==> src/hdl/lmic_pkg.sv <==
// Shared types, constants and AES functions for the LoRaWAN MIC block
package lmic_pkg;

	localparam int FIFO_DEPTH_DEF = 4;
	localparam int CFG_IDX_W      = 2;
	localparam int CFG_DATA_W     = 64;

	localparam logic [CFG_IDX_W-1:0] REG_DEV_ADDR   = 2'd0;
	localparam logic [CFG_IDX_W-1:0] REG_NWK_KEY_HI = 2'd1;
	localparam logic [CFG_IDX_W-1:0] REG_NWK_KEY_LO = 2'd2;

	localparam logic [7:0] B0_TAG   = 8'h49;
	localparam logic [7:0] PAD_BYTE = 8'h80;
	localparam logic [7:0] RED_POLY = 8'h87;
	localparam logic [3:0] LAST_POS = 4'd15;
	localparam logic [3:0] LAST_RND = 4'd10;

	typedef struct packed {
		logic [7:0]  data;
		logic [7:0]  len;
		logic [15:0] ctr;
		logic        dir;
		logic        first;
		logic        last;
		logic [3:0]  pos;
	} entry_t;

	typedef enum logic [2:0] {
		ST_IDLE,
		ST_SUBK,
		ST_B0,
		ST_BLK,
		ST_FIN
	} back_state_t;

	localparam logic [7:0] SBOX [256] = '{
	8'h63,8'h7c,8'h77,8'h7b,8'hf2,8'h6b,8'h6f,8'hc5,8'h30,8'h01,8'h67,8'h2b,8'hfe,8'hd7,8'hab,8'h76,
	8'hca,8'h82,8'hc9,8'h7d,8'hfa,8'h59,8'h47,8'hf0,8'had,8'hd4,8'ha2,8'haf,8'h9c,8'ha4,8'h72,8'hc0,
	8'hb7,8'hfd,8'h93,8'h26,8'h36,8'h3f,8'hf7,8'hcc,8'h34,8'ha5,8'he5,8'hf1,8'h71,8'hd8,8'h31,8'h15,
	8'h04,8'hc7,8'h23,8'hc3,8'h18,8'h96,8'h05,8'h9a,8'h07,8'h12,8'h80,8'he2,8'heb,8'h27,8'hb2,8'h75,
	8'h09,8'h83,8'h2c,8'h1a,8'h1b,8'h6e,8'h5a,8'ha0,8'h52,8'h3b,8'hd6,8'hb3,8'h29,8'he3,8'h2f,8'h84,
	8'h53,8'hd1,8'h00,8'hed,8'h20,8'hfc,8'hb1,8'h5b,8'h6a,8'hcb,8'hbe,8'h39,8'h4a,8'h4c,8'h58,8'hcf,
	8'hd0,8'hef,8'haa,8'hfb,8'h43,8'h4d,8'h33,8'h85,8'h45,8'hf9,8'h02,8'h7f,8'h50,8'h3c,8'h9f,8'ha8,
	8'h51,8'ha3,8'h40,8'h8f,8'h92,8'h9d,8'h38,8'hf5,8'hbc,8'hb6,8'hda,8'h21,8'h10,8'hff,8'hf3,8'hd2,
	8'hcd,8'h0c,8'h13,8'hec,8'h5f,8'h97,8'h44,8'h17,8'hc4,8'ha7,8'h7e,8'h3d,8'h64,8'h5d,8'h19,8'h73,
	8'h60,8'h81,8'h4f,8'hdc,8'h22,8'h2a,8'h90,8'h88,8'h46,8'hee,8'hb8,8'h14,8'hde,8'h5e,8'h0b,8'hdb,
	8'he0,8'h32,8'h3a,8'h0a,8'h49,8'h06,8'h24,8'h5c,8'hc2,8'hd3,8'hac,8'h62,8'h91,8'h95,8'he4,8'h79,
	8'he7,8'hc8,8'h37,8'h6d,8'h8d,8'hd5,8'h4e,8'ha9,8'h6c,8'h56,8'hf4,8'hea,8'h65,8'h7a,8'hae,8'h08,
	8'hba,8'h78,8'h25,8'h2e,8'h1c,8'ha6,8'hb4,8'hc6,8'he8,8'hdd,8'h74,8'h1f,8'h4b,8'hbd,8'h8b,8'h8a,
	8'h70,8'h3e,8'hb5,8'h66,8'h48,8'h03,8'hf6,8'h0e,8'h61,8'h35,8'h57,8'hb9,8'h86,8'hc1,8'h1d,8'h9e,
	8'he1,8'hf8,8'h98,8'h11,8'h69,8'hd9,8'h8e,8'h94,8'h9b,8'h1e,8'h87,8'he9,8'hce,8'h55,8'h28,8'hdf,
	8'h8c,8'ha1,8'h89,8'h0d,8'hbf,8'he6,8'h42,8'h68,8'h41,8'h99,8'h2d,8'h0f,8'hb0,8'h54,8'hbb,8'h16
	};

	function automatic logic [7:0] xtime(input logic [7:0] x);
		return {x[6:0], 1'b0} ^ (x[7] ? 8'h1b : 8'h00);
	endfunction

	function automatic logic [7:0] rcon(input logic [3:0] rnd);
		logic [7:0] r;
		unique case (rnd)
			4'd1:    r = 8'h01;
			4'd2:    r = 8'h02;
			4'd3:    r = 8'h04;
			4'd4:    r = 8'h08;
			4'd5:    r = 8'h10;
			4'd6:    r = 8'h20;
			4'd7:    r = 8'h40;
			4'd8:    r = 8'h80;
			4'd9:    r = 8'h1b;
			4'd10:   r = 8'h36;
			default: r = 8'h00;
		endcase
		return r;
	endfunction

	// byte k of a block sits at bits 127-8k down
	function automatic logic [7:0] blk_byte(input logic [127:0] b, input int k);
		return b[127-8*k -: 8];
	endfunction

	function automatic logic [127:0] key_next(input logic [127:0] rk, input logic [3:0] rnd);
		logic [31:0] tmp;
		logic [31:0] w0, w1, w2, w3;
		tmp = {SBOX[blk_byte(rk, 13)] ^ rcon(rnd), SBOX[blk_byte(rk, 14)],
			SBOX[blk_byte(rk, 15)], SBOX[blk_byte(rk, 12)]};
		w0 = rk[127:96] ^ tmp;
		w1 = rk[95:64] ^ w0;
		w2 = rk[63:32] ^ w1;
		w3 = rk[31:0] ^ w2;
		return {w0, w1, w2, w3};
	endfunction

	function automatic logic [127:0] aes_round(input logic [127:0] s, input logic [127:0] rk,
		input logic last);
		logic [7:0] t [16];
		logic [7:0] m [16];
		logic [7:0] x;
		logic [127:0] r;
		for (int i = 0; i < 16; i++) begin
			t[i] = SBOX[blk_byte(s, (i & 3) + 4 * (((i >> 2) + (i & 3)) & 3))];
		end
		for (int c = 0; c < 4; c++) begin
			x = t[4*c] ^ t[4*c+1] ^ t[4*c+2] ^ t[4*c+3];
			m[4*c]   = t[4*c]   ^ x ^ xtime(t[4*c]   ^ t[4*c+1]);
			m[4*c+1] = t[4*c+1] ^ x ^ xtime(t[4*c+1] ^ t[4*c+2]);
			m[4*c+2] = t[4*c+2] ^ x ^ xtime(t[4*c+2] ^ t[4*c+3]);
			m[4*c+3] = t[4*c+3] ^ x ^ xtime(t[4*c+3] ^ t[4*c]);
		end
		for (int i = 0; i < 16; i++) begin
			r[127-8*i -: 8] = (last ? t[i] : m[i]) ^ blk_byte(rk, i);
		end
		return r;
	endfunction

	// doubling in GF(2^128) for the CMAC subkeys
	function automatic logic [127:0] dbl(input logic [127:0] x);
		return {x[126:0], 1'b0} ^ {120'b0, (x[127] ? RED_POLY : 8'h00)};
	endfunction

endpackage

==> src/hdl/lmic_fifo.sv <==
// Short queue of classified words between front and back
module lmic_fifo #(
	parameter int DEPTH = lmic_pkg::FIFO_DEPTH_DEF
) (
	input  logic            clk,
	input  logic            arst_n,
	input  logic            push,
	input  lmic_pkg::entry_t wr_data,
	input  logic            pop,
	output lmic_pkg::entry_t rd_data,
	output logic            full,
	output logic            empty
);
	import lmic_pkg::*;

	localparam int PTR_W = (DEPTH > 1) ? $clog2(DEPTH) : 1;
	localparam int CNT_W = $clog2(DEPTH + 1);

	entry_t           mem_q [DEPTH];
	logic [PTR_W-1:0] wr_q;
	logic [PTR_W-1:0] rd_q;
	logic [CNT_W-1:0] cnt_q;

	assign full    = (cnt_q == CNT_W'(DEPTH));
	assign empty   = (cnt_q == '0);
	assign rd_data = mem_q[rd_q];

	always_ff @(posedge clk) begin
		if (push) begin
			mem_q[wr_q] <= wr_data;
		end
	end

	always_ff @(posedge clk or negedge arst_n) begin
		if (!arst_n) begin
			wr_q  <= '0;
			rd_q  <= '0;
			cnt_q <= '0;
		end else begin
			if (push) begin
				wr_q <= (wr_q == PTR_W'(DEPTH - 1)) ? '0 : wr_q + 1'b1;
			end
			if (pop) begin
				rd_q <= (rd_q == PTR_W'(DEPTH - 1)) ? '0 : rd_q + 1'b1;
			end
			cnt_q <= cnt_q + CNT_W'(push) - CNT_W'(pop);
		end
	end
endmodule

==> config.mk <==
export PLATFORM = sky130hd
export DESIGN_NAME = lmic_fifo
export DESIGN_NICKNAME = d
export VERILOG_FILES = /design/src/hdl/lmic_pkg.sv /design/src/hdl/lmic_fifo.sv
export SDC_FILE = /design/constraint.sdc
export NUM_CORES = 1
export LEC_CHECK = 0
export BUFFER_PORTS_ARGS = -buffer_cell sky130_fd_sc_hd__clkbuf_2
export CAP_MARGIN = 5
export CORE_MARGIN = 2
export CORE_UTILIZATION = 40
export DETAILED_ROUTE_END_ITERATION = 7
export PLACE_DENSITY = 0.73
export SETUP_SLACK_MARGIN = 0.05
export SYNTH_ARGS = -nofsm -noshare
export SYNTH_HDL_FRONTEND = slang
export SYNTH_SLANG_ARGS = --single-unit
==> constraint.sdc <==
create_clock -name clk -period 2.01 [get_ports clk]
set_clock_uncertainty 0.05 [all_clocks]
set_input_delay 0.1005 -clock clk [delete_from_list [all_inputs] [get_ports clk]]
set_output_delay 0.1005 -clock clk [all_outputs]
set_load 0.02 [all_outputs]
==> run metrics <==
CP Cell Sequence=buf_12 > mux4_2 > clkbuf_2; Mapped Cells=between 200 and 250; Reg power frac=39.7%; mapped cell area=0.006086 sq mm; Fin. Hold Viols=0; Final Core Density=between 50 and 60%; clock share of power=a little over a quarter; Placer Congestion=0.6480; register area share after synthesis=between 70 and 80%; drt wl/cell=18.61 microns; GRT overflow=0; highest-count cells in the layout ignoring fill and taps=156 x edfxtp_1, 60 x clkbuf_2, 44 x dlygate4sd3_1, 39 x mux4_2; maximum buffer depth of the clock tree=2; Leakage=~0.0028 uW; VDD IR max=0.6533 mV; Compound-Gate Fraction of Synth Area=less than 1%; register bit total from synthesis=163; die area=0.01622 sq mm; final worst slack=0.05611 ns; Top delay family on crit path=multiplexers; GRT Overall Usage=~15%; CP Class=reg2out; final setup vio count=0; DR iter-0 viols=~170; status=finished, final reports clean; Clock transition at path regs=about 0.060 ns; Syn Area/Cell=between 20 and 30 sq um; vias per std cell=about 4.9; Setup Total Neg Slack=0 ns; hold_sp=wr_data[23]; power per standard cell area=roughly 1500 mW/mm^2; vias in the first global route=approximately 3300; initial antenna violation count=0; Layout Cells excl Fill=~600; largest family of logic cells by synthesized area=multiplexers; Setup crit end kind=primary output; Tightest Hold Check Type=in2reg; CP peak stage delay=between 0.5 and 0.6 ns; Num Clock Sinks=around 160; clock buffer count from CTS=17; CP bufs+invs=2; Pre-antenna DRT Iters=4; vias=roughly 2900; die width=~130 microns; unrepaired setup endpoints after global routing=true; worst endpoint required time=~1.9 ns; MaxCap Viol Count=0; post-synthesis xor/xnor area fraction=less than 1%; clock tree root buffer cell=clkbuf_16; Nets=about 450; dpl cells=516; core area=0.01503 sq mm; Ports=84; P_int=slightly above 8000 uW; Synth Warn #=0; hpwl dp=6671 microns; WL final=11150 microns; CTS tree=built; Slew Limit Headroom=74.66%; Max Freq=between 500 and 600 MHz; Switching Share=between 20 and 30%; drc violations=0; share of cells above drive strength 1=43.07%; R2R Setup Slk=0.42 ns; Tcrit/Tclk final=97.21%; DIE HEIGHT=~130 microns; measured slew at the worst slew-check pin=0.3801 ns; fin. max-slew vios=0; H-tree depth=4; CP Launch Type=register; global-route wire length before repair=roughly 17000 microns; PortBufs=just over 80; pin count of the biggest net entering global routing=24; Starting Density=40.48%; site row count=between 40 and 50; r2r startpoint=cnt_q[0]; Yosys cell types=20; pre-CTS WS=0.3246 ns; most common cell after layout, fill and taps aside=edfxtp_1; P&R area growth vs syn=30.53%; crit path time final=roughly 2 ns; Critical Path Start=rd_q[0]; Adder-Cell Fraction of Synth Area=under 10%; mux share of post-synthesis cell area=between 10 and 15%; syn nets=slightly below 300; Ant. Diodes=0; worst skew pair latency=0.42 ns; CP max FO=15; antenna-violating nets left=0; Net Switching=around 3400 uW; arrival time worst endpoint=1.80 ns; post-synthesis simple-gate area fraction=less than 1%; Max stage delay cell, worst path=mux4_2; Pwr Total=around 12000 uW; Comb power frac=33.0%
-- repair_timing --
item | 4_1_cts | 5_1_grt
buffers inserted | 7 | 0
setup endpoints to repair | 39 | 38
resized for setup | 2 | 54
hold buffers | 44 | 0
endpoints found under the hold margin | 168 | 0
-- Yosys cell counts --
| library cell | number | area, sq um |
|---|---|---|
| edfxtp_1 | 156 | 4684 |
| mux4_2 | 38 | 855.8 |
| dfrtp_1 | 7 | 175.2 |
| ha_1 | 7 | 87.58 |
| inv_1 | 6 | 22.52 |
| and2_1 | 4 | 25.02 |
| buf_12 | 4 | 80.08 |
| buf_2 | 4 | 20.02 |
| mux2_2 | 2 | 22.52 |
| o21ai_0 | 2 | 10.01 |
| and3_1 | 1 | 6.260 |
| buf_6 | 1 | 11.26 |
| fa_1 | 1 | 20.02 |
| mux4_1 | 1 | 26.28 |
| nand2_1 | 1 | 3.750 |
| nor2_1 | 1 | 3.750 |
| nor3_1 | 1 | 5.000 |
| or3b_2 | 1 | 8.760 |
| xnor2_1 | 1 | 8.760 |
| xor2_1 | 1 | 8.760 |
-- power groups by stage --
stage | combinational [uW] | clock (uW) | sequential (uW)
2_1_floorplan | 2520 | 0 | 4550
3_3_place_gp | 3330 | 0 | 4690
3_5_place_dp | 3370 | 0 | 4740
4_1_cts | 3640 | 3230 | 4610
5_1_grt | 4100 | 3360 | 4650
6_report | 3820 | 3160 | 4600
-- worst paths after layout --
kind | end | cells past startpoint
setup / recovery | rd_data[26] | 3
hold / removal | mem_q[3][23] | 2
setup reg to reg | cnt_q[2] | 6
hold reg to reg | wr_q[1] | 2
max in group asynchronous | rd_q[0] | 4
min in group asynchronous | rd_q[1] | 3
-- worst reg2reg max path, cell delays in order, from the launching register on --
cell	delay [ns]
dfrtp_1	0.36
inv_1	0.06
ha_1	0.27
inv_1	0.04
ha_1	0.18
fa_1	0.37
xnor2_1	0.14
-- routing by layer --
layer / share of wire (%) / vias to the layer above / wire [microns] / GRT usage (%)
li1: - / 1329 / - / -
met1: 41 / 1534 / 4622 / 17.46
met2: 53 / 72 / 5912 / 25.01
met3: 4.2 / 13 / 464 / 4.983
met4: 1.3 / 0 / 146 / 5.107
met5: 0 / - / 0 / 0
-- sequential cells by signal (all words and copies together) (netlist names) --
register and cells:
cnt_q 3, mem_q 156, rd_q 2, wr_q 2
-- final cells by class --
| class | count | area [sq um] |
|---|---|---|
| Fill cell | 1177 | 7089 |
| Timing Repair Buffer | 148 | 1149 |
| Multi-Input combinational cell | 62 | 1094 |
| Tap cell | 188 | 235.2 |
| Clock inverter | 11 | 136.4 |
| Clock buffer | 21 | 440.4 |
| Inverter | 6 | 22.52 |
| Sequential cell | 163 | 4867 |
-- cells by family after synthesis --
| group | count (synthesis) |
|---|---|
| compound gates | 2 |
| flops | 163 |
| simple gates | 9 |
| buf+inv | 15 |
| xor+xnor | 2 |
| mux | 41 |
| fa+ha+maj | 8 |
-- metrics by stage --
stage / hold WS, ns / cell area (sq um)
6_report: 0.3879 / 7944
5_1_grt: 0.3858 / 7944
3_5_place_dp: -0.08503 / 6778
3_3_place_gp: -0.08265 / 6778
4_1_cts: 0.3714 / 7854
2_1_floorplan: -0.2451 / 6090
(Power assumes the default switching activity.)
