## config.mk

```make
export PLATFORM = sky130hd
export DESIGN_NAME = lmic_front
export DESIGN_NICKNAME = d
export VERILOG_FILES = /design/src/hdl/lmic_pkg.sv /design/src/hdl/lmic_front.sv
export SDC_FILE = /design/constraint.sdc
export NUM_CORES = 1
export LEC_CHECK = 0
export BUFFER_PORTS_ARGS = -buffer_cell sky130_fd_sc_hd__buf_2
export CAP_MARGIN = 30
export CORE_AREA = 2 2 62 64
export CTS_CLUSTER_SIZE = 25
export DETAILED_ROUTE_END_ITERATION = 10
export DIE_AREA = 0 0 64 66
export HOLD_SLACK_MARGIN = 0.1
export PLACE_DENSITY_LB_ADDON = 0.08
export REMOVE_ABC_BUFFERS = 1
export SLEW_MARGIN = 10
export SYNTH_ARGS = -nofsm -noshare
export SYNTH_HDL_FRONTEND = slang
export SYNTH_SLANG_ARGS = --single-unit
```

## constraint.sdc

```tcl
create_clock -name clk -period 2.76 [get_ports clk]
set_clock_uncertainty 0.05 [all_clocks]
set_input_delay 0.552 -clock clk [delete_from_list [all_inputs] [get_ports clk]]
set_output_delay 0.552 -clock clk [all_outputs]
set_load 0.05 [all_outputs]
```

## src/hdl/lmic_pkg.sv

```systemverilog
// Shared types, constants and AES functions for the LoRaWAN MIC block
package lmic_pkg;

	localparam int FIFO_DEPTH_DEF = 4;
	localparam int CFG_IDX_W      = 2;
	localparam int CFG_DATA_W     = 64;

	localparam logic [CFG_IDX_W-1:0] REG_DEV_ADDR   = 2'd0;
	localparam logic [CFG_IDX_W-1:0] REG_NWK_KEY_HI = 2'd1;
	localparam logic [CFG_IDX_W-1:0] REG_NWK_KEY_LO = 2'd2;

	localparam logic [7:0] B0_TAG   = 8'h49;
	localparam logic [7:0] PAD_BYTE = 8'h80;
	localparam logic [7:0] RED_POLY = 8'h87;
	localparam logic [3:0] LAST_POS = 4'd15;
	localparam logic [3:0] LAST_RND = 4'd10;

	typedef struct packed {
		logic [7:0]  data;
		logic [7:0]  len;
		logic [15:0] ctr;
		logic        dir;
		logic        first;
		logic        last;
		logic [3:0]  pos;
	} entry_t;

	typedef enum logic [2:0] {
		ST_IDLE,
		ST_SUBK,
		ST_B0,
		ST_BLK,
		ST_FIN
	} back_state_t;

	localparam logic [7:0] SBOX [256] = '{
	8'h63,8'h7c,8'h77,8'h7b,8'hf2,8'h6b,8'h6f,8'hc5,8'h30,8'h01,8'h67,8'h2b,8'hfe,8'hd7,8'hab,8'h76,
	8'hca,8'h82,8'hc9,8'h7d,8'hfa,8'h59,8'h47,8'hf0,8'had,8'hd4,8'ha2,8'haf,8'h9c,8'ha4,8'h72,8'hc0,
	8'hb7,8'hfd,8'h93,8'h26,8'h36,8'h3f,8'hf7,8'hcc,8'h34,8'ha5,8'he5,8'hf1,8'h71,8'hd8,8'h31,8'h15,
	8'h04,8'hc7,8'h23,8'hc3,8'h18,8'h96,8'h05,8'h9a,8'h07,8'h12,8'h80,8'he2,8'heb,8'h27,8'hb2,8'h75,
	8'h09,8'h83,8'h2c,8'h1a,8'h1b,8'h6e,8'h5a,8'ha0,8'h52,8'h3b,8'hd6,8'hb3,8'h29,8'he3,8'h2f,8'h84,
	8'h53,8'hd1,8'h00,8'hed,8'h20,8'hfc,8'hb1,8'h5b,8'h6a,8'hcb,8'hbe,8'h39,8'h4a,8'h4c,8'h58,8'hcf,
	8'hd0,8'hef,8'haa,8'hfb,8'h43,8'h4d,8'h33,8'h85,8'h45,8'hf9,8'h02,8'h7f,8'h50,8'h3c,8'h9f,8'ha8,
	8'h51,8'ha3,8'h40,8'h8f,8'h92,8'h9d,8'h38,8'hf5,8'hbc,8'hb6,8'hda,8'h21,8'h10,8'hff,8'hf3,8'hd2,
	8'hcd,8'h0c,8'h13,8'hec,8'h5f,8'h97,8'h44,8'h17,8'hc4,8'ha7,8'h7e,8'h3d,8'h64,8'h5d,8'h19,8'h73,
	8'h60,8'h81,8'h4f,8'hdc,8'h22,8'h2a,8'h90,8'h88,8'h46,8'hee,8'hb8,8'h14,8'hde,8'h5e,8'h0b,8'hdb,
	8'he0,8'h32,8'h3a,8'h0a,8'h49,8'h06,8'h24,8'h5c,8'hc2,8'hd3,8'hac,8'h62,8'h91,8'h95,8'he4,8'h79,
	8'he7,8'hc8,8'h37,8'h6d,8'h8d,8'hd5,8'h4e,8'ha9,8'h6c,8'h56,8'hf4,8'hea,8'h65,8'h7a,8'hae,8'h08,
	8'hba,8'h78,8'h25,8'h2e,8'h1c,8'ha6,8'hb4,8'hc6,8'he8,8'hdd,8'h74,8'h1f,8'h4b,8'hbd,8'h8b,8'h8a,
	8'h70,8'h3e,8'hb5,8'h66,8'h48,8'h03,8'hf6,8'h0e,8'h61,8'h35,8'h57,8'hb9,8'h86,8'hc1,8'h1d,8'h9e,
	8'he1,8'hf8,8'h98,8'h11,8'h69,8'hd9,8'h8e,8'h94,8'h9b,8'h1e,8'h87,8'he9,8'hce,8'h55,8'h28,8'hdf,
	8'h8c,8'ha1,8'h89,8'h0d,8'hbf,8'he6,8'h42,8'h68,8'h41,8'h99,8'h2d,8'h0f,8'hb0,8'h54,8'hbb,8'h16
	};

	function automatic logic [7:0] xtime(input logic [7:0] x);
		return {x[6:0], 1'b0} ^ (x[7] ? 8'h1b : 8'h00);
	endfunction

	function automatic logic [7:0] rcon(input logic [3:0] rnd);
		logic [7:0] r;
		unique case (rnd)
			4'd1:    r = 8'h01;
			4'd2:    r = 8'h02;
			4'd3:    r = 8'h04;
			4'd4:    r = 8'h08;
			4'd5:    r = 8'h10;
			4'd6:    r = 8'h20;
			4'd7:    r = 8'h40;
			4'd8:    r = 8'h80;
			4'd9:    r = 8'h1b;
			4'd10:   r = 8'h36;
			default: r = 8'h00;
		endcase
		return r;
	endfunction

	// byte k of a block sits at bits 127-8k down
	function automatic logic [7:0] blk_byte(input logic [127:0] b, input int k);
		return b[127-8*k -: 8];
	endfunction

	function automatic logic [127:0] key_next(input logic [127:0] rk, input logic [3:0] rnd);
		logic [31:0] tmp;
		logic [31:0] w0, w1, w2, w3;
		tmp = {SBOX[blk_byte(rk, 13)] ^ rcon(rnd), SBOX[blk_byte(rk, 14)],
			SBOX[blk_byte(rk, 15)], SBOX[blk_byte(rk, 12)]};
		w0 = rk[127:96] ^ tmp;
		w1 = rk[95:64] ^ w0;
		w2 = rk[63:32] ^ w1;
		w3 = rk[31:0] ^ w2;
		return {w0, w1, w2, w3};
	endfunction

	function automatic logic [127:0] aes_round(input logic [127:0] s, input logic [127:0] rk,
		input logic last);
		logic [7:0] t [16];
		logic [7:0] m [16];
		logic [7:0] x;
		logic [127:0] r;
		for (int i = 0; i < 16; i++) begin
			t[i] = SBOX[blk_byte(s, (i & 3) + 4 * (((i >> 2) + (i & 3)) & 3))];
		end
		for (int c = 0; c < 4; c++) begin
			x = t[4*c] ^ t[4*c+1] ^ t[4*c+2] ^ t[4*c+3];
			m[4*c]   = t[4*c]   ^ x ^ xtime(t[4*c]   ^ t[4*c+1]);
			m[4*c+1] = t[4*c+1] ^ x ^ xtime(t[4*c+1] ^ t[4*c+2]);
			m[4*c+2] = t[4*c+2] ^ x ^ xtime(t[4*c+2] ^ t[4*c+3]);
			m[4*c+3] = t[4*c+3] ^ x ^ xtime(t[4*c+3] ^ t[4*c]);
		end
		for (int i = 0; i < 16; i++) begin
			r[127-8*i -: 8] = (last ? t[i] : m[i]) ^ blk_byte(rk, i);
		end
		return r;
	endfunction

	// doubling in GF(2^128) for the CMAC subkeys
	function automatic logic [127:0] dbl(input logic [127:0] x);
		return {x[126:0], 1'b0} ^ {120'b0, (x[127] ? RED_POLY : 8'h00)};
	endfunction

endpackage

```

## src/hdl/lmic_front.sv

```systemverilog
// Input side: takes message bytes, tracks framing, tags first and last words
module lmic_front (
	input  logic            clk,
	input  logic            arst_n,
	input  logic            in_valid,
	output logic            in_ready,
	input  logic [7:0]      data_byte,
	input  logic [7:0]      msg_len,
	input  logic [15:0]     frame_counter,
	input  logic            direction,
	input  logic            q_full,
	output logic            q_push,
	output lmic_pkg::entry_t q_data
);
	import lmic_pkg::*;

	logic       in_msg_q;
	logic [7:0] cnt_q;
	logic [7:0] len_q;
	logic       take;
	logic       first;
	logic       drop;
	logic [7:0] len_cur;
	logic       last;

	assign in_ready = !q_full;
	assign take     = in_valid && in_ready;
	assign first    = !in_msg_q;
	assign len_cur  = first ? msg_len : len_q;
	// zero-length message: swallow the word
	assign drop     = first && (msg_len == 8'd0);
	assign last     = ((cnt_q + 8'd1) == len_cur);
	assign q_push   = take && !drop;

	always_comb begin
		q_data.data  = data_byte;
		q_data.len   = msg_len;
		q_data.ctr   = frame_counter;
		q_data.dir   = direction;
		q_data.first = first;
		q_data.last  = last;
		q_data.pos   = cnt_q[3:0];
	end

	always_ff @(posedge clk or negedge arst_n) begin
		if (!arst_n) begin
			in_msg_q <= 1'b0;
			cnt_q    <= 8'd0;
			len_q    <= 8'd0;
		end else if (q_push) begin
			if (last) begin
				in_msg_q <= 1'b0;
				cnt_q    <= 8'd0;
			end else begin
				in_msg_q <= 1'b1;
				cnt_q    <= cnt_q + 8'd1;
			end
			if (first) begin
				len_q <= msg_len;
			end
		end
	end
endmodule

```

==> metrics.yaml, run 1 <==
status:
  status: "completed"
critical_path:
  worstPathMaxFanout: 4
  r2r_start: "cnt_q[0]"
  critPathArrivalTime_ns: 2.03
  crit_path_end_kind: "output pin"
  cp.required_ns: 2.16
  ff2ff_path_depth: 8
  crit_path_start: "cnt_q[0]"
  r2r_slack_ns: 0.54
  crit_type: "reg -> out"
  r2r-end: "cnt_q[6]"
  start_kind: "register"
grt:
  grt_start_max_net_pins: 18
  grt_pass1_wl_um: 4890
  grt.total_usage_pct: 16.0
  antenna_found_initial: 0
  grt_remaining_overflow: 0
  grt_pass1_vias: 925
sta:
  rsz0062_at_grt: "no"
  final_hold_viol_count: 0
  worst_slack_ns: 0.129
  slew_violations: 0
  whs_ns: 0.125
  finalSetupViolations: 0
  period_needed_ns: 2.63
  tightest_slew_ns: 0.411
  max_clock_freq_mhz: 380
  relSlewSlack_pct: 72.6
  post-route-period-util_pct: 95.3
clocking:
  clk_pin_slew_ns: 0.10
  htreeDepth: 1
  cts_tree: "done"
  ctsLongestPathBuffers: 2
  clkSinkCount: 17
  cts-root-buf: "clkbuf_4"
  clk_latency_ns: 0.29
  cts-buffers-inserted: 3
synthesis:
  ys_warn_count: 0
  synthCells: 143
  synth_area_per_cell_sq_um: 9.62
  synth_most_common_cell: "buf_4"
  synth_ff_type: "dfrtp_1"
  synth_edf_count: 0
  synth_common_cells: "buf_4 (39), dfrtp_1 (17), mux2i_1 (10), nor2_1 (10), nor3_1 (9)"
  yosys.area.top_type_share_pct: 30.9
  synth_seq_area_share_pct: 30.9
  syn_area_sq_um: 1380
  ys_types: 26
  async_flop_share_pct: 100
  ys_top_cells_by_area: "dfrtp_1 (31%), buf_4 (21%), mux2_4 (8.7%)"
  ys_seq_elements: 17
  yosysTopAreaCell: "dfrtp_1"
final_layout:
  postLayoutCellArea_sq_um: 1310
  area_growth_pct: -4.55
  post-route-util_pct: 37.0
  diodes: 0
  stdcell_count: 184
  drive_gt1_share_pct: 36.8
  nets: 175
detailed_routing:
  viasPerCell: 5.15
  vias: 948
  wirelength_um: 3290
  drc_errors: 0
  wl_per_cell_um: 17.9
  drt_first_pass_iters: 4
  antenna_left: 0
  drtIter0Drc: 37
placement:
  place_inst: 177
  numPortBuffers: 27
  pre_cts_ws_ns: 0.247
  dpl.hpwl_um: 2530
  post_dp_cell_area_sq_um: 1260
  place_congestion: 0.721
job:
  drv_cap: 0
die:
  die_y_um: 66
  io_pins: 78
  die_area_sq_um: 4220
  fp.dieW_um: 64
  initial_core_util_pct: 38.8
  num_rows: 22
  core_sq_um: 3550
power:
  p_per_area_nw_per_um2: 663
  p_leak_nw: 0.606
  ir_drop_uv: 368
min_path:
  hold_path_class: "in -> async"
[flip-flops by register name, summed over array words and instances (netlist names)]
signal / flops
cnt_q: 8
len_q: 8
in_msg_q: 1
[repair_timing]
action,4_1_cts,5_1_grt
endpoints found under the hold margin,0,0
setup buffers,2,1
pin swaps,1,1
resized for setup,4,0
endpoints found under the setup margin,1,1
hold buffers,0,0
[metrics by stage]
step                      setup TNS [ns]  total power, mW
after floorplan                   -0.257            0.609
after global placement                 0            0.719
after detailed placement               0            0.726
after CTS                              0            0.884
after global routing                   0            0.927
final                                  0            0.871
[logic make-up after synthesis]
kind of cell             Yosys count  share of synthesized area, %
AO/OA/AOI/OAI                     11                          4.91
multiplexers                      18                          16.0
XOR/XNOR                          11                          7.00
flip-flops                        17                          30.9
adder cells (fa/ha/maj)            1                         0.909
AND/OR/NAND/NOR                   40                          15.7
buffers and inverters             45                          24.5
[where the power goes]
part / total, mW / internal (mW) / switching, mW / leakage (nW)
combinational: 0.398 / 0.175 / 0.223 / 0.380
sequential: 0.340 / 0.300 / 0.0401 / 0.211
clock: 0.134 / 0.0562 / 0.0777 / 0.0150
[critical path, cell delays in order, from the launching register on]
cell and delay, ns:
dfrtp_2 0.41, ha_1 0.24, and3_2 0.22, and3_1 0.22, xnor2_1 0.15, nand4_1 0.14
nor2_1 0.17, buf_6 0.17
[layout make-up]
cell class                 count  area (sq um)
clock buffer                   4          26.3
fill                         374          2240
inverter                       2          7.51
multi-input combinational     81           613
sequential                    17           428
tap                           48          60.1
timing repair buffer          32           179
[placed cells by master (no fill, tap or decap)]
master	netlist	final
nor3_1	9	9
dfrtp_2	0	2
nand4_1	1	1
nor3b_4	1	1
and3_1	3	3
o21ai_0	8	8
dfrtp_1	17	15
and2_4	1	1
mux2_4	8	8
clkbuf_1	1	1
mux2i_1	10	10
nand3_1	8	8
ha_1	1	1
nor3_2	1	1
a21o_1	1	1
o211ai_1	1	1
nor2_1	10	10
inv_1	2	2
nor4_1	1	1
nand2_1	3	3
xor2_1	3	3
clkbuf_4	0	3
a31oi_2	1	1
buf_2	0	26
xnor2_1	8	8
and3_2	1	1
buf_6	3	1
nand2b_1	1	1
buf_4	39	5
[layer usage]
| metal | vias to the layer above | GRT usage, % | part of all wire (%) |
|---|---|---|---|
| met4 | 0 | 3.26 | 0.79 |
| met3 | 8 | 9.88 | 12 |
| met2 | 66 | 19.7 | 39 |
| li1 | 431 | - | - |
| met5 | - | 6.94 | 0 |
| met1 | 443 | 22.3 | 48 |
[worst max-delay path by stage]
stage	slack, ns	endpoint	cells past startpoint
after floorplan	-0.26	q_data[4]	6
after global placement	0.28	q_data[4]	6
after detailed placement	0.25	q_data[4]	6
after CTS	0.01	q_data[4]	7
after global routing	0.009	q_data[4]	7
final	0.13	q_data[4]	7
Power figures use the tool's default switching activity.
==> run 2: changes to the inputs <==
- clock period: 2.76 -> 2.8 ns (I/O delays scaled with it)
==> metrics.yaml, run 2 (same netlist as run 1, synthesis figures left out) <==
power:
  p_sw_mw: 0.331
  clockPowerShare_pct: 16.0
  combPwrFrac_pct: 43.3
  p_int_mw: 0.509
  p_per_area_nw_per_um2: 649
  p_seq_share_pct: 40.7
  ir_drop_uv: 218
  p_leak_nw: 0.592
  p_sw_share_pct: 39.4
detailed_routing:
  drc_errors: 0
  wl_per_cell_um: 17.3
  drtIter0Drc: 32
  viasPerCell: 4.91
  antenna_left: 0
  vias: 889
  wirelength_um: 3140
  drt_first_pass_iters: 4
clocking:
  htreeDepth: 1
  cts-buffers-inserted: 3
  clk_pin_slew_ns: 0.10
  clk_latency_ns: 0.29
  cts-root-buf: "clkbuf_4"
  cts_tree: "done"
  ctsLongestPathBuffers: 2
  clkSinkCount: 17
  holdBufCountCts: 0
die:
  fp.dieW_um: 64
  die_y_um: 66
  initial_core_util_pct: 38.8
  core_sq_um: 3550
  die_area_sq_um: 4220
  io_pins: 78
  num_rows: 22
placement:
  pre_cts_ws_ns: 0.255
  place_congestion: 0.719
  dpl.hpwl_um: 2460
  numPortBuffers: 27
sta:
  post-route-period-util_pct: 95.1
  whs_ns: 0.123
  finalSetupViolations: 0
  worst_slack_ns: 0.136
  slew_violations: 0
  rsz0062_at_grt: "no"
  max_clock_freq_mhz: 375
  tightest_slew_ns: 0.398
  final_hold_viol_count: 0
  period_needed_ns: 2.66
  setup_tns_ns: 0
  relSlewSlack_pct: 73.5
critical_path:
  cp.required_ns: 2.19
  critPathArrivalTime_ns: 2.05
  start_kind: "register"
  cp_top_family: "simple AND/OR/NAND/NOR gates"
  slowest_delay_ns: 0.45
  crit_path_cell_trace: "ha_1, and3_2, and3_1, xnor2_1, nand4_1, nor2_2, buf_6"
  crit_buf_inv: 1
  crit_type: "reg -> out"
  worstPathMaxFanout: 6
  crit_path_end_kind: "output pin"
  critPathSlowestCell: "dfrtp_2"
grt:
  grt_pass1_wl_um: 4930
  grt.total_usage_pct: 16.1
  antenna_found_initial: 0
  grt_remaining_overflow: 0
  grt_start_max_net_pins: 18
  grt_pass1_vias: 890
final_layout:
  final_cell_mix: "buf_2 (26), dfrtp_1 (15), mux2i_1 (10)"
  final_common_cell: "buf_2"
  area_growth_pct: -6.00
  drive_gt1_share_pct: 36.1
  diodes: 0
  top_regs: "cnt_q: 8 flops, len_q: 8 flops, in_msg_q: 1 flops"
  nets: 172
job:
  drv_cap: 0
status:
  status: "completed"
min_path:
  hold_path_class: "in -> async"
run 2: final cells by class:
| cell class | count | area [sq um] |
|---|---|---|
| Timing Repair Buffer | 29 | 156 |
| Tap cell | 48 | 60.1 |
| Inverter | 2 | 7.51 |
| Sequential cell | 17 | 428 |
| Fill cell | 351 | 2260 |
| Clock buffer | 4 | 26.3 |
| Multi-Input combinational cell | 81 | 616 |
run 2: worst register-to-register path, stage by stage, from the launching register on:
cell	delay (ns)
dfrtp_2	0.45
ha_1	0.26
and3_2	0.22
and3_1	0.22
xnor2_1	0.17
nand4_1	0.14
buf_4	0.18
nor3b_4	0.34
nor3_1	0.12
run 2: what timing repair did:
action                     CTS  global route
pin swaps                    1             1
setup endpoints to repair    1             1
buffers inserted             1             0
resized for setup            2             3
run 2: metrics by stage:
| step | power (mW) | instances | instance area, sq um | utilization (%) |
|---|---|---|---|---|
| detailed placement | 0.709 | 176 | 1250 | 35.2 |
| global route | 0.893 | 181 | 1290 | 36.4 |
| CTS | 0.849 | 181 | 1290 | 36.2 |
| finish | 0.840 | 181 | 1290 | 36.4 |
| floorplan | 0.600 | 100 | 1050 | - |
| global placement | 0.705 | 176 | 1250 | 35.2 |
run 2: power groups by stage:
stage	logic [mW]	registers [mW]	clock network, mW
global route	0.393	0.352	0.148
global placement	0.359	0.346	0
finish	0.364	0.342	0.134
floorplan	0.217	0.383	0
CTS	0.365	0.343	0.141
detailed placement	0.361	0.348	0
run 2: per-layer routing:
metal  vias to the layer above  track usage, %  share of wire, %
li1                        427               -                 -
met1                       407            23.7                50
met2                        50            18.1                37
met3                         5            9.20                12
met4                         0            4.89               1.4
met5                         -            6.94                 0
run 2: path summary, 6_finish.rpt:
path / startpoint / endpoint / slack (ns) / cells past startpoint
worst max-delay path: cnt_q[0] / q_data[4] / 0.14 / 7
min in group clk: len_q[3] / len_q[3] / 0.47 / 1
worst min-delay path: arst_n / cnt_q[1] / 0.12 / 1
worst max register to register: cnt_q[0] / cnt_q[6] / 0.52 / 8
max in group asynchronous: arst_n / cnt_q[0] / 2.28 / 1
worst min register to register: len_q[3] / len_q[3] / 0.47 / 1
==> run 3: changes to the inputs <==
- ABC_AREA: unset -> 1
- CORE_AREA: 2 2 62 64 -> 2 2 66 68
- DIE_AREA: 0 0 64 66 -> 0 0 68 70
==> metrics.yaml, run 3 <==
critical_path:
  r2r_slack_ns: 1.01
  critPathArrivalTime_ns: 2.01
  r2r_start: "cnt_q[0]"
  crit_path_end_kind: "output pin"
  ff2ff_path_depth: 11
  cp.required_ns: 2.19
  start_kind: "register"
  r2r-end: "cnt_q[6]"
  worstPathMaxFanout: 10
  crit_type: "reg -> out"
final_layout:
  final_common_cell: "nand2_1"
  post-route-util_pct: 36.1
  final_cell_mix: "nand2_1 (88), inv_1 (28), buf_2 (26)"
  top_regs: "cnt_q: 8 flops, len_q: 8 flops, in_msg_q: 1 flops"
  area_growth_pct: -4.01
  seq_area_sq_um: 428
  postLayoutCellArea_sq_um: 1500
  multi_input_area_sq_um: 693
  n_fill_cell: 486
  nets: 270
  stdcell_count: 283
  drive_gt1_share_pct: 19.9
  diodes: 0
sta:
  whs_ns: 0.186
  slew_violations: 0
  period_needed_ns: 2.62
  post-route-period-util_pct: 93.6
  final_hold_viol_count: 0
  finalSetupViolations: 0
  setup_tns_ns: 0
  tightest_slew_ns: 0.456
  rsz0062_at_grt: "no"
  relSlewSlack_pct: 69.6
  max_clock_freq_mhz: 381
die:
  fp.dieW_um: 68
  die_y_um: 70
  num_rows: 24
  die_area_sq_um: 4760
  initial_core_util_pct: 37.6
  io_pins: 78
  core_sq_um: 4140
placement:
  numPortBuffers: 27
  dpl.hpwl_um: 3090
  place_inst: 279
  post_dp_cell_area_sq_um: 1440
  place_congestion: 0.851
clocking:
  post_cts_buffers: 0
  cts-buffers-inserted: 3
  cts_tree: "done"
  clk_latency_ns: 0.26
  cts-root-buf: "clkbuf_8"
  clkSinkCount: 17
  holdBufCountCts: 0
  ctsLongestPathBuffers: 2
  htreeDepth: 1
  clk_pin_slew_ns: 0.07
grt:
  met1_usage_pct: 25.1
  grt_remaining_overflow: 0
  grt_start_max_net_pins: 22
  busiest_layer: "met2"
  gr-usage-met3_pct: 9.34
  grt_pass1_vias: 1251
  grt_pass1_wl_um: 6480
  grt.met2_usage_pct: 25.2
  grt.total_usage_pct: 18.6
  antenna_found_initial: 0
detailed_routing:
  drc_errors: 0
  wirelength_um: 4090
  vias: 1326
  drtIter0Drc: 56
  drt_first_pass_iters: 4
  antenna_left: 0
  wl_per_cell_um: 14.5
  viasPerCell: 4.69
synthesis:
  yosysTopAreaCell: "dfrtp_1"
  synth_common_cells: "nand2_1 (88), buf_4 (40), inv_1 (28)"
  synth_most_common_cell: "nand2_1"
  synthCells: 243
  ys_types: 24
  syn_area_sq_um: 1560
  synth_ff_type: "dfrtp_1"
  muxShareOfSynthArea_pct: 0
  synth-xor-area-share_pct: 0
  yosys.area.top_type_share_pct: 27.3
  synth_top_family_by_area: "simple AND/OR/NAND/NOR gates"
  async_flop_share_pct: 100
  synth_compound_area_share_pct: 4.65
  synth_seq_area_share_pct: 27.3
  synth_simple_gate_area_share_pct: 38.5
  ys_top_cells_by_area: "dfrtp_1 (27%), nand2_1 (21%), buf_4 (19%)"
  synth_edf_count: 0
  ys_warn_count: 0
  synth_area_per_cell_sq_um: 6.42
  synth_fa_ha_area_share_pct: 0.803
  ys_seq_elements: 17
power:
  ir_drop_uv: 333
  p_leak_nw: 0.845
  p_per_area_nw_per_um2: 698
  clockPowerShare_pct: 18.8
  p_sw_share_pct: 47.9
  p_seq_share_pct: 36.1
  p_sw_mw: 0.501
  p_int_mw: 0.545
  combPwrFrac_pct: 45.1
job:
  drv_cap: 0
status:
  status: "completed"
min_path:
  hold_path_class: "in -> async"
-- run 3: area by class of cell --
class / instances / area share, %
timing repair buffer: 29 / 10.2
inverter: 30 / 7.53
tap: 52 / 4.35
clock buffer: 4 / 3.01
multi-input combinational: 151 / 46.3
sequential: 17 / 28.6
-- run 3: per-stage QoR --
step	setup slack, ns	total power [mW]
2_1_floorplan	0.186	0.700
5_1_grt	0.00555	1.13
3_5_place_dp	0.258	0.848
3_3_place_gp	0.272	0.855
6_report	0.178	1.05
4_1_cts	0.0160	1.05
-- run 3: how the worst max path moves through the flow --
stage / from / end / slack (ns)
2_1_floorplan: cnt_q[0] / q_data[4] / 0.19
3_3_place_gp: cnt_q[0] / q_data[4] / 0.27
3_5_place_dp: cnt_q[0] / q_data[4] / 0.26
4_1_cts: cnt_q[0] / q_data[4] / 0.02
5_1_grt: cnt_q[1] / q_data[4] / 0.006
6_report: cnt_q[0] / q_data[4] / 0.18
-- run 3: what timing repair did --
| item | in CTS | in global routing |
|---|---|---|
| gates resized for setup | 1 | 5 |
| setup endpoints to repair | 1 | 1 |
| hold endpoints to repair | 0 | 0 |
| cloned | 0 | 0 |
-- run 3: metal layers --
| metal | wire (um) | vias up |
|---|---|---|
| li1 | - | 685 |
| met1 | 1940 | 592 |
| met2 | 1710 | 44 |
| met3 | 396 | 5 |
| met4 | 50 | 0 |
| met5 | 0 | - |
-- run 3: critical path, stage by stage (launching register included) --
cell	delay, ns
dfrtp_2	0.45
ha_2	0.23
nand2_1	0.11
inv_1	0.06
nor2_2	0.11
nand2_1	0.07
nand2_1	0.06
nand3_1	0.08
nor2_2	0.13
nand3_4	0.16
inv_1	0.09
buf_4	0.19
-- run 3: logic make-up (layout without fill, tap and decap cells) --
group           after synthesis  count (layout)
fa+ha+maj                     1               1
buf+inv                      75              63
simple gates                136             136
compound gates               14              14
flops                        17              17
-- run 3: power groups by stage --
stage / clock, mW / sequential (mW) / combinational [mW]
after floorplan: 0 / 0.445 / 0.255
after global placement: 0 / 0.384 / 0.471
after detailed placement: 0 / 0.381 / 0.467
after CTS: 0.202 / 0.377 / 0.469
after global routing: 0.212 / 0.392 / 0.529
final: 0.197 / 0.377 / 0.471
